**src/hw/rtl/assert_macros.svh**
```systemverilog
// Assertion macros shared by the voxel merge RTL.
// Each macro expects signals named clk and rst in the enclosing module.
`ifndef ASSERT_MACROS_SVH
`define ASSERT_MACROS_SVH

// Same-cycle implication, disabled while reset is high.
`define TSVM_ASSERT_IMPLY(lbl, ante, cons) \
  lbl: assert property (@(posedge clk) disable iff (rst) (ante) |-> (cons)) \
    else $error("voxel merge assertion failed");

// Next-cycle implication, disabled while reset is high.
`define TSVM_ASSERT_NEXT(lbl, ante, cons) \
  lbl: assert property (@(posedge clk) disable iff (rst) (ante) |=> (cons)) \
    else $error("voxel merge assertion failed");

`endif

```
**src/hw/rtl/tsvm_pkg.sv**
```systemverilog
// Package for the voxel merge core: field widths, item structs and constants.
// Used by every module of the block; depends on nothing.
`default_nettype none

package tsvm_pkg;

  localparam int DIST_BITS   = 16;
  localparam int WEIGHT_BITS = 16;
  localparam int LABEL_BITS  = 16;
  localparam int COUNT_BITS  = 16;
  localparam int RGB_BITS    = 24;
  localparam int RGBA_BITS   = 32;
  localparam int ALPHA_BITS  = RGBA_BITS - RGB_BITS;

  localparam int NUM_BITS    = DIST_BITS + WEIGHT_BITS;
  localparam int SUM_BITS    = WEIGHT_BITS + 1;

  // Count vote: x = 2 * (t + b_count), divided by three through a reciprocal.
  localparam int CX_BITS     = COUNT_BITS + 2;
  localparam int DIV3_SHIFT  = CX_BITS + 2;
  localparam int DIV3_PBITS  = CX_BITS + DIV3_SHIFT;
  localparam logic [DIV3_SHIFT-1:0] DIV3_MULT =
    DIV3_SHIFT'((64'd1 << DIV3_SHIFT) / 64'd3);

  localparam logic [ALPHA_BITS-1:0] ALPHA_OPAQUE = '1;

  typedef struct packed {
    logic signed [DIST_BITS-1:0] a_distance;
    logic [WEIGHT_BITS-1:0]      a_weight;
    logic [LABEL_BITS-1:0]       a_label;
    logic [COUNT_BITS-1:0]       a_count;
    logic [RGB_BITS-1:0]         a_rgb;
    logic signed [DIST_BITS-1:0] b_distance;
    logic [WEIGHT_BITS-1:0]      b_weight;
    logic [LABEL_BITS-1:0]       b_label;
    logic [COUNT_BITS-1:0]       b_count;
    logic [RGBA_BITS-1:0]        b_rgba;
  } in_item_t;

  typedef struct packed {
    logic                        merged;
    logic signed [DIST_BITS-1:0] out_distance;
    logic [WEIGHT_BITS-1:0]      out_weight;
    logic [LABEL_BITS-1:0]       out_label;
    logic [COUNT_BITS-1:0]       out_count;
    logic [RGBA_BITS-1:0]        out_rgba;
  } out_item_t;

  typedef struct packed {
    logic                   merged;
    logic                   neg;
    logic [DIST_BITS-1:0]   b_distance;
    logic [WEIGHT_BITS-1:0] weight;
    logic [LABEL_BITS-1:0]  label;
    logic [COUNT_BITS-1:0]  count;
    logic [RGBA_BITS-1:0]   rgba;
  } side_t;

  typedef struct packed {
    logic [NUM_BITS-1:0] num;
    logic [SUM_BITS-1:0] den;
    side_t               side;
  } div_req_t;

endpackage

`default_nettype wire

```
**src/hw/rtl/tsvm_front.sv**
```systemverilog
// Front end of the voxel merge: three stages of products, sign combine and vote logic.
// Depends on tsvm_pkg; feeds the pipelined divider.
`default_nettype none

module tsvm_front import tsvm_pkg::*; (
  input  logic                clk,
  input  logic                rst,
  input  logic [RGB_BITS-1:0] background_rgb,
  input  logic                in_valid,
  output logic                in_ready,
  input  in_item_t            in_item,
  output logic                dv_valid,
  input  logic                dv_ready,
  output div_req_t            dv_req
);

  typedef struct packed {
    logic [NUM_BITS-1:0]    pa;
    logic [NUM_BITS-1:0]    pb;
    logic                   neg_a;
    logic                   neg_b;
    logic [SUM_BITS-1:0]    sum;
    logic [COUNT_BITS-1:0]  t;
    logic [LABEL_BITS-1:0]  al;
    logic [RGB_BITS-1:0]    argb;
    logic [RGBA_BITS-1:0]   rgba_def;
    logic [DIST_BITS-1:0]   bd;
    logic [WEIGHT_BITS-1:0] bw;
    logic [LABEL_BITS-1:0]  bl;
    logic [COUNT_BITS-1:0]  bc;
    logic [RGBA_BITS-1:0]   brgba;
  } st1_t;

  typedef struct packed {
    logic [NUM_BITS-1:0]    num;
    logic                   neg;
    logic [SUM_BITS-1:0]    sum;
    logic [CX_BITS-1:0]     x;
    logic [DIV3_PBITS-1:0]  prod;
    logic                   equal;
    logic                   takes_over;
    logic [COUNT_BITS-1:0]  cnt_ab;
    logic [COUNT_BITS-1:0]  cnt_ba;
    logic [LABEL_BITS-1:0]  al;
    logic [RGB_BITS-1:0]    argb;
    logic [RGBA_BITS-1:0]   rgba_def;
    logic [DIST_BITS-1:0]   bd;
    logic [WEIGHT_BITS-1:0] bw;
    logic [LABEL_BITS-1:0]  bl;
    logic [COUNT_BITS-1:0]  bc;
    logic [RGBA_BITS-1:0]   brgba;
  } st2_t;

  logic     v1, v2, v3;
  logic     rdy1, rdy2, rdy3;
  st1_t     s1, s1_next;
  st2_t     s2, s2_next;
  div_req_t s3_next;

  logic [DIST_BITS-1:0]  ua, ub, mag_a, mag_b;
  logic [COUNT_BITS:0]   tb;
  logic [CX_BITS-1:0]    q0, c;
  logic [CX_BITS+1:0]    q3, r;
  logic [COUNT_BITS-1:0] csat;

  assign rdy3     = !v3 || dv_ready;
  assign rdy2     = !v2 || rdy3;
  assign rdy1     = !v1 || rdy2;
  assign in_ready = rdy1;
  assign dv_valid = v3;

  always_comb begin
    ua    = in_item.a_distance;
    ub    = in_item.b_distance;
    mag_a = ua[DIST_BITS-1] ? (~ua + 1'b1) : ua;
    mag_b = ub[DIST_BITS-1] ? (~ub + 1'b1) : ub;
    s1_next.pa    = NUM_BITS'(mag_a) * NUM_BITS'(in_item.a_weight);
    s1_next.pb    = NUM_BITS'(mag_b) * NUM_BITS'(in_item.b_weight);
    s1_next.neg_a = ua[DIST_BITS-1];
    s1_next.neg_b = ub[DIST_BITS-1];
    s1_next.sum   = {1'b0, in_item.a_weight} + {1'b0, in_item.b_weight};
    s1_next.t     = (in_item.a_label == '0 && in_item.a_rgb != '0) ?
                    (in_item.a_count >> 1) : in_item.a_count;
    s1_next.al    = in_item.a_label;
    s1_next.argb  = in_item.a_rgb;
    s1_next.rgba_def = (in_item.b_rgba[RGBA_BITS-1:ALPHA_BITS] == '0) ?
                       {background_rgb, ALPHA_OPAQUE} : in_item.b_rgba;
    s1_next.bd    = in_item.b_distance;
    s1_next.bw    = in_item.b_weight;
    s1_next.bl    = in_item.b_label;
    s1_next.bc    = in_item.b_count;
    s1_next.brgba = in_item.b_rgba;
  end

  always_comb begin
    if (s1.neg_a == s1.neg_b) begin
      s2_next.num = s1.pa + s1.pb;
      s2_next.neg = s1.neg_a;
    end else if (s1.pa >= s1.pb) begin
      s2_next.num = s1.pa - s1.pb;
      s2_next.neg = s1.neg_a;
    end else begin
      s2_next.num = s1.pb - s1.pa;
      s2_next.neg = s1.neg_b;
    end
    tb = {1'b0, s1.t} + {1'b0, s1.bc};
    s2_next.sum      = s1.sum;
    s2_next.x        = {tb, 1'b0};
    s2_next.prod     = DIV3_PBITS'({tb, 1'b0}) * DIV3_PBITS'(DIV3_MULT);
    s2_next.equal    = (s1.al == s1.bl);
    s2_next.takes_over = (s1.t >= s1.bc && s1.t > COUNT_BITS'(1)) ||
                         (s1.t == COUNT_BITS'(1) && s1.bc == '0);
    s2_next.cnt_ab   = s1.t - s1.bc;
    s2_next.cnt_ba   = (s1.bc > s1.t) ? (s1.bc - s1.t) : '0;
    s2_next.al       = s1.al;
    s2_next.argb     = s1.argb;
    s2_next.rgba_def = s1.rgba_def;
    s2_next.bd       = s1.bd;
    s2_next.bw       = s1.bw;
    s2_next.bl       = s1.bl;
    s2_next.bc       = s1.bc;
    s2_next.brgba    = s1.brgba;
  end

  always_comb begin
    q0 = s2.prod[DIV3_PBITS-1:DIV3_SHIFT];
    q3 = {2'b00, q0} + {1'b0, q0, 1'b0};
    r  = {2'b00, s2.x} - q3;
    c  = (r >= (CX_BITS+2)'(3)) ? (q0 + 1'b1) : q0;
    csat = (c[CX_BITS-1:COUNT_BITS] != '0) ? '1 : c[COUNT_BITS-1:0];

    s3_next.num = s2.num;
    s3_next.den = s2.sum;
    s3_next.side.neg        = s2.neg;
    s3_next.side.b_distance = s2.bd;
    if (s2.sum == '0) begin
      s3_next.side.merged = 1'b0;
      s3_next.side.weight = s2.bw;
      s3_next.side.label  = s2.bl;
      s3_next.side.count  = s2.bc;
      s3_next.side.rgba   = s2.brgba;
    end else begin
      s3_next.side.merged = 1'b1;
      s3_next.side.weight = s2.sum[WEIGHT_BITS] ? '1 : s2.sum[WEIGHT_BITS-1:0];
      if (s2.equal) begin
        s3_next.side.label = s2.bl;
        s3_next.side.count = csat;
        s3_next.side.rgba  = s2.rgba_def;
      end else if (s2.takes_over) begin
        s3_next.side.label = s2.al;
        s3_next.side.count = s2.cnt_ab;
        s3_next.side.rgba  = {s2.argb, ALPHA_OPAQUE};
      end else begin
        s3_next.side.label = s2.bl;
        s3_next.side.count = s2.cnt_ba;
        s3_next.side.rgba  = s2.rgba_def;
      end
    end
  end

  always_ff @(posedge clk) begin
    if (rst) begin
      v1 <= 1'b0;
      v2 <= 1'b0;
      v3 <= 1'b0;
    end else begin
      if (rdy1) begin
        v1 <= in_valid;
      end
      if (rdy2) begin
        v2 <= v1;
      end
      if (rdy3) begin
        v3 <= v2;
      end
    end
  end

  always_ff @(posedge clk) begin
    if (rdy1 && in_valid) begin
      s1 <= s1_next;
    end
    if (rdy2 && v1) begin
      s2 <= s2_next;
    end
    if (rdy3 && v2) begin
      dv_req <= s3_next;
    end
  end

endmodule

`default_nettype wire

```
**src/hw/rtl/tsvm_divider.sv**
```systemverilog
// Pipelined restoring divider: one quotient bit per stage, DIST_BITS stages.
// Depends on tsvm_pkg and assert_macros.svh; carries the side fields along.
`default_nettype none
`include "assert_macros.svh"

module tsvm_divider import tsvm_pkg::*; (
  input  logic                 clk,
  input  logic                 rst,
  input  logic                 req_valid,
  output logic                 req_ready,
  input  div_req_t             req,
  output logic                 res_valid,
  input  logic                 res_ready,
  output logic [DIST_BITS-1:0] res_quot,
  output side_t                res_side
);

  logic [DIST_BITS-1:0] v, rdy, src_v;
  logic [NUM_BITS-1:0]  rem       [DIST_BITS];
  logic [NUM_BITS-1:0]  rem_next  [DIST_BITS];
  logic [NUM_BITS-1:0]  src_rem   [DIST_BITS];
  logic [NUM_BITS-1:0]  trial     [DIST_BITS];
  logic [SUM_BITS-1:0]  den       [DIST_BITS];
  logic [SUM_BITS-1:0]  src_den   [DIST_BITS];
  logic [DIST_BITS-1:0] quot      [DIST_BITS];
  logic [DIST_BITS-1:0] quot_next [DIST_BITS];
  side_t                side      [DIST_BITS];
  side_t                src_side  [DIST_BITS];

  always_comb begin
    rdy[DIST_BITS-1] = !v[DIST_BITS-1] || res_ready;
    for (int i = DIST_BITS - 2; i >= 0; i--) begin
      rdy[i] = !v[i] || rdy[i+1];
    end
  end

  always_comb begin
    for (int i = 0; i < DIST_BITS; i++) begin
      if (i == 0) begin
        src_v[i]    = req_valid;
        src_rem[i]  = req.num;
        src_den[i]  = req.den;
        src_side[i] = req.side;
        quot_next[i] = '0;
      end else begin
        src_v[i]    = v[i-1];
        src_rem[i]  = rem[i-1];
        src_den[i]  = den[i-1];
        src_side[i] = side[i-1];
        quot_next[i] = quot[i-1];
      end
      trial[i] = NUM_BITS'(src_den[i]) << (DIST_BITS - 1 - i);
      if (src_rem[i] >= trial[i]) begin
        rem_next[i] = src_rem[i] - trial[i];
        quot_next[i][DIST_BITS-1-i] = 1'b1;
      end else begin
        rem_next[i] = src_rem[i];
      end
    end
  end

  always_ff @(posedge clk) begin
    if (rst) begin
      v <= '0;
    end else begin
      for (int i = 0; i < DIST_BITS; i++) begin
        if (rdy[i]) begin
          v[i] <= src_v[i];
        end
      end
    end
  end

  always_ff @(posedge clk) begin
    for (int i = 0; i < DIST_BITS; i++) begin
      if (rdy[i] && src_v[i]) begin
        rem[i]  <= rem_next[i];
        den[i]  <= src_den[i];
        quot[i] <= quot_next[i];
        side[i] <= src_side[i];
      end
    end
  end

  assign req_ready = rdy[0];
  assign res_valid = v[DIST_BITS-1];
  assign res_quot  = quot[DIST_BITS-1];
  assign res_side  = side[DIST_BITS-1];

  `TSVM_ASSERT_IMPLY(a_rem_below_den, v[DIST_BITS-1] && den[DIST_BITS-1] != '0, rem[DIST_BITS-1] < NUM_BITS'(den[DIST_BITS-1]))
  `TSVM_ASSERT_IMPLY(a_stall_only_when_full, !req_ready, v[0])

endmodule

`default_nettype wire

```
**src/hw/rtl/tsdf_semantic_voxel_merge_core.sv**
```systemverilog
// Top level of the semantic voxel merge: configuration register, front end,
// divider and output register. Depends on tsvm_pkg, tsvm_front, tsvm_divider.
//
//   channel  direction  handshake            payload
//   in       input      in_valid/in_ready    in_item   (in_item_t)
//   out      output     out_valid/out_ready  out_item  (out_item_t)
//   cfg      input      cfg_valid/cfg_ready  cfg_data  (background color)
//
// One item is taken per cycle while no stall on the output holds the stages.
// The divider resolves one quotient bit per stage.
// Reset clears every valid bit and sets the background color to zero.
// Each stage holds while the next is full and fills whenever it is empty,
// so a stall on the output loses and repeats no item.
`default_nettype none
`include "assert_macros.svh"

module tsdf_semantic_voxel_merge_core import tsvm_pkg::*; (
  input  logic                clk,
  input  logic                rst,
  input  logic                in_valid,
  output logic                in_ready,
  input  in_item_t            in_item,
  output logic                out_valid,
  input  logic                out_ready,
  output out_item_t           out_item,
  input  logic                cfg_valid,
  output logic                cfg_ready,
  input  logic [RGB_BITS-1:0] cfg_data
);

  logic [RGB_BITS-1:0]  background_rgb;
  logic                 dv_valid, dv_ready;
  div_req_t             dv_req;
  logic                 res_valid, res_ready;
  logic [DIST_BITS-1:0] res_quot;
  side_t                res_side;
  out_item_t            out_item_next;

  assign cfg_ready = 1'b1;

  always_ff @(posedge clk) begin
    if (rst) begin
      background_rgb <= '0;
    end else if (cfg_valid && cfg_ready) begin
      background_rgb <= cfg_data;
    end
  end

  tsvm_front u_front (
    .clk            (clk),
    .rst            (rst),
    .background_rgb (background_rgb),
    .in_valid       (in_valid),
    .in_ready       (in_ready),
    .in_item        (in_item),
    .dv_valid       (dv_valid),
    .dv_ready       (dv_ready),
    .dv_req         (dv_req)
  );

  tsvm_divider u_divider (
    .clk       (clk),
    .rst       (rst),
    .req_valid (dv_valid),
    .req_ready (dv_ready),
    .req       (dv_req),
    .res_valid (res_valid),
    .res_ready (res_ready),
    .res_quot  (res_quot),
    .res_side  (res_side)
  );

  assign res_ready = !out_valid || out_ready;

  always_comb begin
    out_item_next.merged = res_side.merged;
    if (res_side.merged) begin
      out_item_next.out_distance = res_side.neg ? (~res_quot + 1'b1) : res_quot;
    end else begin
      out_item_next.out_distance = res_side.b_distance;
    end
    out_item_next.out_weight = res_side.weight;
    out_item_next.out_label  = res_side.label;
    out_item_next.out_count  = res_side.count;
    out_item_next.out_rgba   = res_side.rgba;
  end

  always_ff @(posedge clk) begin
    if (rst) begin
      out_valid <= 1'b0;
    end else if (res_ready) begin
      out_valid <= res_valid;
    end
  end

  always_ff @(posedge clk) begin
    if (res_ready && res_valid) begin
      out_item <= out_item_next;
    end
  end

  `TSVM_ASSERT_IMPLY(a_merged_iff_weight, out_valid, out_item.merged == (out_item.out_weight != '0))
  `TSVM_ASSERT_NEXT(a_result_reaches_output, res_valid && res_ready, out_valid)

endmodule

`default_nettype wire
```
**config.mk**
```make
export PLATFORM = sky130hd
export DESIGN_NAME = tsdf_semantic_voxel_merge_core
export DESIGN_NICKNAME = d
export VERILOG_FILES = /design/src/hw/rtl/tsvm_pkg.sv /design/src/hw/rtl/tsvm_front.sv /design/src/hw/rtl/tsvm_divider.sv /design/src/hw/rtl/tsdf_semantic_voxel_merge_core.sv
export VERILOG_INCLUDE_DIRS = /design/src /design/src/hw/rtl
export SDC_FILE = /design/constraint.sdc
export NUM_CORES = 2
export LEC_CHECK = 0
export ABC_AREA = 0
export BUFFER_PORTS_ARGS = -buffer_cell sky130_fd_sc_hd__buf_4
export CAP_MARGIN = 20
export CORE_MARGIN = 2
export CORE_UTILIZATION = 63
export CTS_CLUSTER_SIZE = 8
export DETAILED_ROUTE_END_ITERATION = 10
export GPL_TIMING_DRIVEN = 0
export PLACE_DENSITY = 0.87
export SYNTH_ARGS = -nofsm -noshare
export SYNTH_HDL_FRONTEND = slang
export SYNTH_SLANG_ARGS = --single-unit
```
**constraint.sdc**
```tcl
create_clock -name clk -period 32.6 [get_ports clk]
set_input_delay 6.52 -clock clk [delete_from_list [all_inputs] [get_ports clk]]
set_output_delay 6.52 -clock clk [all_outputs]
set_load 0.1 [all_outputs]
```
* Word-level counts from Yosys, hierarchy flattened
Memory sizes are Yosys's and may differ from the RTL's. Cells that the tools add are included. W data, S select, Z words.
Storage, ports and cells: output and inout port bits 100, bits of input ports 213, bits in writable memories 2608, memories 4, bits in registers 860
Cells by class: bitwise logic cells 3, mux-type cells 79, order comparisons 21, $mul 3, add/sub/neg operators 29, reduce and logical (&&, ||, !) cells 70, equality and inequality tests 3
Memory list:
- u_divider.side | depth 16, width 98, read ports 16, clocked after memory_dff 0, wr ports 16, line tsvm_divider.sv:27 | side_t side [DIST_BITS];
- u_divider.rem | depth 16, width 32, read ports 15, clocked after memory_dff 0, wr ports 16, line tsvm_divider.sv:19 | logic [NUM_BITS-1:0] rem [DIST_BITS];
- u_divider.den | depth 16, width 17, read ports 15, clocked after memory_dff 0, wr ports 16, line tsvm_divider.sv:23 | logic [SUM_BITS-1:0] den [DIST_BITS];
- u_divider.quot | depth 16, width 16, read ports 16, clocked after memory_dff 0, wr ports 16, line tsvm_divider.sv:25 | logic [DIST_BITS-1:0] quot [DIST_BITS];
Operators by type and width (number):
- $mux W32 | 17
- $mux W64 | 2
- $mux W16 | 6
- $sub A32 B32 Y32 | 3
- $mux W80 | 1
- $mux W33 | 2
- $ge A32 B32 Y1 | 2
- $mul A16 B16 Y32 | 2
- $mux W1 | 49
- $add A16 B1 Y16 const B | 3
- $not A16 Y16 | 3
- $mul A17 B19 Y36 const B | 1
- $add A16 B16 Y17 | 2
- $add A32 B32 Y32 | 1
- $ge A32 B17 Y1 | 1
- $ge A32 B18 Y1 | 1
- $ge A32 B19 Y1 | 1
- $ge A32 B20 Y1 | 1
- $ge A32 B21 Y1 | 1
- $ge A32 B22 Y1 | 1
- $ge A32 B23 Y1 | 1
- $ge A32 B24 Y1 | 1
- $ge A32 B25 Y1 | 1
- $ge A32 B26 Y1 | 1
- other kinds (41) | 104

* Logic depth before layout (Yosys ltp)
depth after elaboration 22, gate-level depth with buffers 36, gate-level depth less buffers 35

* Modules after synthesis
From an unflattened synthesis, not the netlist that was laid out.
Second synthesis, totals: cell total of the unflattened synthesis 10613, area, all modules 151730.5 µm²
Modules (own cells, without submodules):
- tsvm_divider | cells each 5494, seq. area each 73560.6 µm², area an instance 93442.1 µm², times used 1
- tsvm_front | cells each 4848, seq. area each 21020.2 µm², area an instance 53867.9 µm², times used 1
- tsdf_semantic_voxel_merge_core | cells each 271, seq. area each 3413.3 µm², area an instance 4420.5 µm², times used 1

* Worst setup path after synthesis
OpenSTA, ideal clock, no wires.
path kind input-to-reg, from input out_ready, to register u_front.s2 (netlist bit u_front.q0[0]), enable pin, arrival 27912 ps, setup time 1367 ps, path buffers 1, stages 9, setup slack 3320 ps, cells stage by stage nor2b_1 -> nand3_1 -> nor2_1 -> nand2_1 -> nor3_1 -> and3_1 -> and3_1 -> clkbuf_1 -> a21boi_0
Between the ends: cells in the longest elaborated chain, start to end 20
RTL lines:
- start: declaration | line tsdf_semantic_voxel_merge_core.sv:24 | input logic out_ready,
- $logic_or A1 B1 Y1 | line tsdf_semantic_voxel_merge_core.sv:73 | assign res_ready = !out_valid || out_ready;
- $logic_or A1 B1 Y1 | line tsvm_divider.sv:31 | rdy[DIST_BITS-1] = !v[DIST_BITS-1] || res_ready;
- $logic_or A1 B1 Y1 (15 in series) | line tsvm_divider.sv:33 | rdy[i] = !v[i] || rdy[i+1];
- $logic_or A1 B1 Y1 | line tsvm_front.sv:66 | assign rdy3 = !v3 || dv_ready;
- $logic_or A1 B1 Y1 | line tsvm_front.sv:67 | assign rdy2 = !v2 || rdy3;
- $logic_and A1 B1 Y1 | line tsvm_front.sv:183 | if (rdy2 && v1) begin
- end signal: assignment | line tsvm_front.sv:184 | s2 <= s2_next;
- end: declaration | line tsvm_front.sv:57 | st2_t s2, s2_next;
Every way passes these cells. A chain may end at the register's enable or synchronous reset.

* Worst setup path after layout
from input out_ready, to output in_ready
Between the ends: cells in the longest elaborated chain, start to end 20
RTL lines:
- $logic_or A1 B1 Y1 | line tsdf_semantic_voxel_merge_core.sv:73
- $logic_or A1 B1 Y1 | line tsvm_divider.sv:31
- $logic_or A1 B1 Y1 (15 in series) | line tsvm_divider.sv:33
- $logic_or A1 B1 Y1 | line tsvm_front.sv:66
- $logic_or A1 B1 Y1 | line tsvm_front.sv:67
- $logic_or A1 B1 Y1 | line tsvm_front.sv:68 | assign rdy1 = !v1 || rdy2;
- end: declaration | line tsdf_semantic_voxel_merge_core.sv:21 | output logic in_ready,
Every way passes these cells.

==> tab_implementation.tex <==
\begin{tabular}{lr}
\hline
Metric & Value \\
\hline
\multicolumn{2}{l}{\textbf{Yosys}} \\
\quad Post-Syn Area & 0.1508 mm² \\
\quad Avg Synthesized Cell Area & 14.36 µm² \\
\quad Synthesized instance count & 10500 \\
\quad Top cell type's share of synthesized area & between 60 and 70\% \\
\quad Top area cells in the synthesized netlist & sky130\_fd\_sc\_hd\_\_edfxtp\_1 64\%, sky130\_fd\_sc\_hd\_\_ha\_1 6.4\%, sky130\_fd\_sc\_hd\_\_fa\_1 6.4\%, sky130\_fd\_sc\_hd\_\_inv\_1 2.8\%, sky130\_fd\_sc\_hd\_\_xnor2\_1 1.9\% \\
\quad Most used flip-flop cell after synthesis & sky130\_fd\_sc\_hd\_\_edfxtp\_1 \\
\quad Number of synthesized flops with an enable pin & approximately 3200 \\
\quad Synth async-reset ratio & 0\% \\
\quad Post-synthesis register bit count & 3278 \\
\quad Post-Synthesis Net Count & 11970 \\
\quad Count of yosys warnings during synthesis & 0 \\
\quad Register area share after synthesis & roughly two thirds \\
\quad Cell taking the most area after synthesis & sky130\_fd\_sc\_hd\_\_edfxtp\_1 \\
\quad Number of distinct library cell variants in the gate-level netlist after synthesis & 116 \\
\multicolumn{2}{l}{\textbf{STA}} \\
\quad Highest Clock Rate & 59.20 MHz \\
\quad Total count of max-transition violations in the final report & 0 \\
\quad Post-Route Skew & 0.1473 ns \\
\quad Headroom to the max-slew limit & 18.52\% \\
\quad Fin crit period & 16.89 ns \\
\quad Final hold vios & 0 \\
\quad Slew at the pin with the worst max-slew slack & 1.206 ns \\
\quad Aggregate negative setup slack & 0 ns \\
\quad Final cycle utilization of the critical path & 51.82\% \\
\quad Setup-failing EPs final & 0 \\
\quad Unrepaired setup endpoints after global routing & false \\
\multicolumn{2}{l}{\textbf{Drt}} \\
\quad Initial detailed-routing violation count & 10820 \\
\quad \# DRC & 45 \\
\quad Wirelength, routed & 411700 µm \\
\quad WL/cell & 28.12 µm \\
\quad Overall via count from detail\_route & 92620 \\
\quad DR pass1 iterations & 11 \\
\quad Post-detailed-route count of antenna-violating nets & 0 \\
\quad Via density per instance & 6.326 \\
\multicolumn{2}{l}{\textbf{Global routing}} \\
\quad Overall overflow remaining after global route & 0 \\
\quad Total GRT Usage & between 30\% and 40\% \\
\quad Number of antenna violations at the first check in global routing & 21 \\
\quad Pin count of the biggest net entering global routing & 39 \\
\quad Wire length of the first global-routing pass & 614400 µm \\
\quad Vias in the first global route & 96720 \\
\multicolumn{2}{l}{\textbf{Power}} \\
\quad IR Drop Worst-Case VDD & 0.3182 mV \\
\quad Power per cell area & around 100 mW/mm² \\
\quad P\_leak & between 60 and 70 nW \\
\multicolumn{2}{l}{\textbf{Setup path}} \\
\quad Critical-path maximum fanout & 6 \\
\quad Data arrival, critical path & 10.37 ns \\
\quad Worst Setup End Kind & primary output \\
\quad Crit path kind & in2out \\
\quad Critical path data required time & between 20 and 30 ns \\
\quad Type of element launching the critical path & input port \\
\quad Cell count of the worst reg-to-reg path & 31 \\
\multicolumn{2}{l}{\textbf{Place}} \\
\quad Post-placement cell count & between 10000 and 15000 \\
\quad Final GP Congestion & roughly 0.96 \\
\quad Input/output buffers & 309 \\
\quad HPWL after DPL & 268000 µm \\
\multicolumn{2}{l}{\textbf{Finish}} \\
\quad Layout cell share with drive strength beyond 1 & approximately 10\% \\
\quad Number of nets in the final layout & between 10000 and 15000 \\
\quad Leading cell types in the layout, fill and taps excluded & 3234 x sky130\_fd\_sc\_hd\_\_edfxtp\_1, 1133 x sky130\_fd\_sc\_hd\_\_inv\_1, 777 x sky130\_fd\_sc\_hd\_\_ha\_1, 667 x sky130\_fd\_sc\_hd\_\_nand2\_1, 515 x sky130\_fd\_sc\_hd\_\_nor2\_1 \\
\quad Most common cell after layout, fill and taps aside & sky130\_fd\_sc\_hd\_\_edfxtp\_1 \\
\quad P\&R area growth vs syn & 13.91\% \\
\quad Post-route insts no fill & between 10000 and 15000 \\
\multicolumn{2}{l}{\textbf{Floorplanning}} \\
\quad Core footprint & 0.2379 mm² \\
\quad IO Count & 313 \\
\quad Row count & 179 \\
\quad Die Width & 493.2 µm \\
\quad Die Ht & 493.2 µm \\
\quad Die footprint & around 0.24 mm² \\
\quad Initial core utilization & 63.38\% \\
\multicolumn{2}{l}{\textbf{CTS}} \\
\quad Cts-stage hold buffer count & 0 \\
\quad Clock-pin slew reported for the worst setup and hold paths after clock tree synthesis & 0.05 ns \\
\quad CTS root buf & sky130\_fd\_sc\_hd\_\_clkbuf\_16 \\
\quad Max H-tree Level & 5 \\
\quad Clock Latency Late Sink & 1.04 ns \\
\quad Maximum buffer depth of the clock tree & 4 \\
\quad Resized Gates After CTS & 0 \\
\quad CTS sink count & 3278 \\
\quad Clock tree from TritonCTS & done \\
\quad Buffer count from post-CTS setup fixing & 0 \\
\quad Number of buffers created by CTS & 462 \\
\multicolumn{2}{l}{\textbf{Outcome}} \\
\quad Violations in the final reports & DRC \\
\quad Outcome & finished, violations left \\
\multicolumn{2}{l}{\textbf{Min path}} \\
\quad Hold Path Cell Cnt & 0 \\
\quad Hold/Removal Path Class & reg2reg \\
\multicolumn{2}{l}{\textbf{Run}} \\
\quad Count of max-cap constraint violations & 0 \\
\hline
\end{tabular}
-- report_power, final --
part / internal [mW] / switching (mW)
clock: 2.51 / 1.71
combinational: 3.11 / 4.70
sequential: 5.03 / 0.117
total: 10.7 / 6.53
-- critical path: stages --
cell                       delay [ns]
sky130_fd_sc_hd__buf_4           0.11
sky130_fd_sc_hd__nor2b_1         0.58
sky130_fd_sc_hd__nand3_1         0.19
sky130_fd_sc_hd__nor2_1          0.33
sky130_fd_sc_hd__nand2_1         0.17
sky130_fd_sc_hd__nor3_1          0.93
sky130_fd_sc_hd__and3_1          0.42
sky130_fd_sc_hd__and3_1          0.20
sky130_fd_sc_hd__clkbuf_1        0.44
sky130_fd_sc_hd__nand3_1         0.21
sky130_fd_sc_hd__buf_4           0.28
-- synth_stat cells (30+ instances only) --
cell type,n
sky130_fd_sc_hd__o31ai_1,53
sky130_fd_sc_hd__nand3_1,108
sky130_fd_sc_hd__o21bai_1,64
sky130_fd_sc_hd__mux2_2,99
sky130_fd_sc_hd__o211ai_1,39
sky130_fd_sc_hd__nor2b_1,106
sky130_fd_sc_hd__xor2_1,183
sky130_fd_sc_hd__nand4_1,68
sky130_fd_sc_hd__a211oi_1,43
sky130_fd_sc_hd__fa_1,479
sky130_fd_sc_hd__dfxtp_1,44
sky130_fd_sc_hd__nor2_1,517
sky130_fd_sc_hd__nand2_1,667
sky130_fd_sc_hd__o21ai_0,334
sky130_fd_sc_hd__a31oi_1,40
sky130_fd_sc_hd__nand2b_1,81
sky130_fd_sc_hd__o21a_1,57
sky130_fd_sc_hd__a2111oi_0,30
sky130_fd_sc_hd__xnor2_1,330
sky130_fd_sc_hd__inv_1,1133
sky130_fd_sc_hd__and3_1,42
sky130_fd_sc_hd__ha_1,777
sky130_fd_sc_hd__a21boi_0,44
sky130_fd_sc_hd__a21o_1,198
sky130_fd_sc_hd__clkbuf_1,180
sky130_fd_sc_hd__and2_1,248
sky130_fd_sc_hd__or3_1,62
sky130_fd_sc_hd__nor3_1,159
sky130_fd_sc_hd__a21oi_1,472
sky130_fd_sc_hd__mux2i_1,82
sky130_fd_sc_hd__edfxtp_1,3234
sky130_fd_sc_hd__nor4_1,81
sky130_fd_sc_hd__a211o_1,30
-- per-stage QoR --
step | utilization, % | power, mW | cell area, µm² | worst slack (ns) | hold slack, ns
after global routing | 72.19 | 18.31 | 171700 | 15.61 | 0.3671
after detailed placement | 67.14 | 12.86 | 159700 | 16.00 | 0.4045
after floorplan | - | 10.70 | 150800 | 3.320 | 0.4003
after global placement | 66.03 | 12.71 | 157000 | -4.799 | 0.4002
final | 72.20 | 17.19 | 171700 | 15.71 | 0.3502
after CTS | 72.18 | 17.13 | 171700 | 15.74 | 0.3546
-- kinds of logic after synthesis --
kind of cell | Yosys count | share of synthesized area [%]
AO/OA/AOI/OAI | 1601 | 6.851
XOR/XNOR | 513 | 2.980
adder cells (fa/ha/maj) | 1256 | 12.81
buffers and inverters | 1371 | 3.497
flip-flops | 3278 | 65.00
multiplexers | 188 | 1.349
other | 1 | 0.002487
AND/OR/NAND/NOR | 2292 | 7.511
-- sequential cells by signal, summed over array words and instances, names as in the netlist, 16 cells and up --
signal,flops
u_divider.side,1568
u_divider.rem,480
u_front.s2,268
u_front.s1,266
u_divider.den,255
u_front.dv_req,147
u_divider.quot,136
out_item,97
background_rgb,24
u_front.q0,17
u_divider.v,16
-- layout make-up --
class                   instances  area, µm²
well taps                    3167       3963
multi-input cells            5851      47690
inverters                    1139       4275
flip-flops and latches       3278      97990
fillers                     14120      66120
plain buffers                 232      997.2
clock buffers                 515      11820
repair buffers                433       4786
clock inverters                17      175.2
diodes                          9      22.52
-- per-layer routing --
| layer | GRT usage (%) | share of wire, % |
|---|---|---|
| met5 | 0 | 0.036 |
| met4 | 17.84 | 6.4 |
| met1 | 41.55 | 36 |
| met3 | 6.883 | 8.1 |
| met2 | 57.51 | 49 |
-- final timing paths --
check                         startpoint                endpoint  slack (ns)
setup reg to reg          u_front.s1[33]          u_front.q0[15]       22.41
setup / recovery               out_ready                in_ready       15.71
hold reg to reg   u_divider.side[0][378]  u_divider.side[0][476]        0.35
hold / removal    u_divider.side[0][378]  u_divider.side[0][476]        0.35
Note: power is estimated with default switching activity, not from simulation.
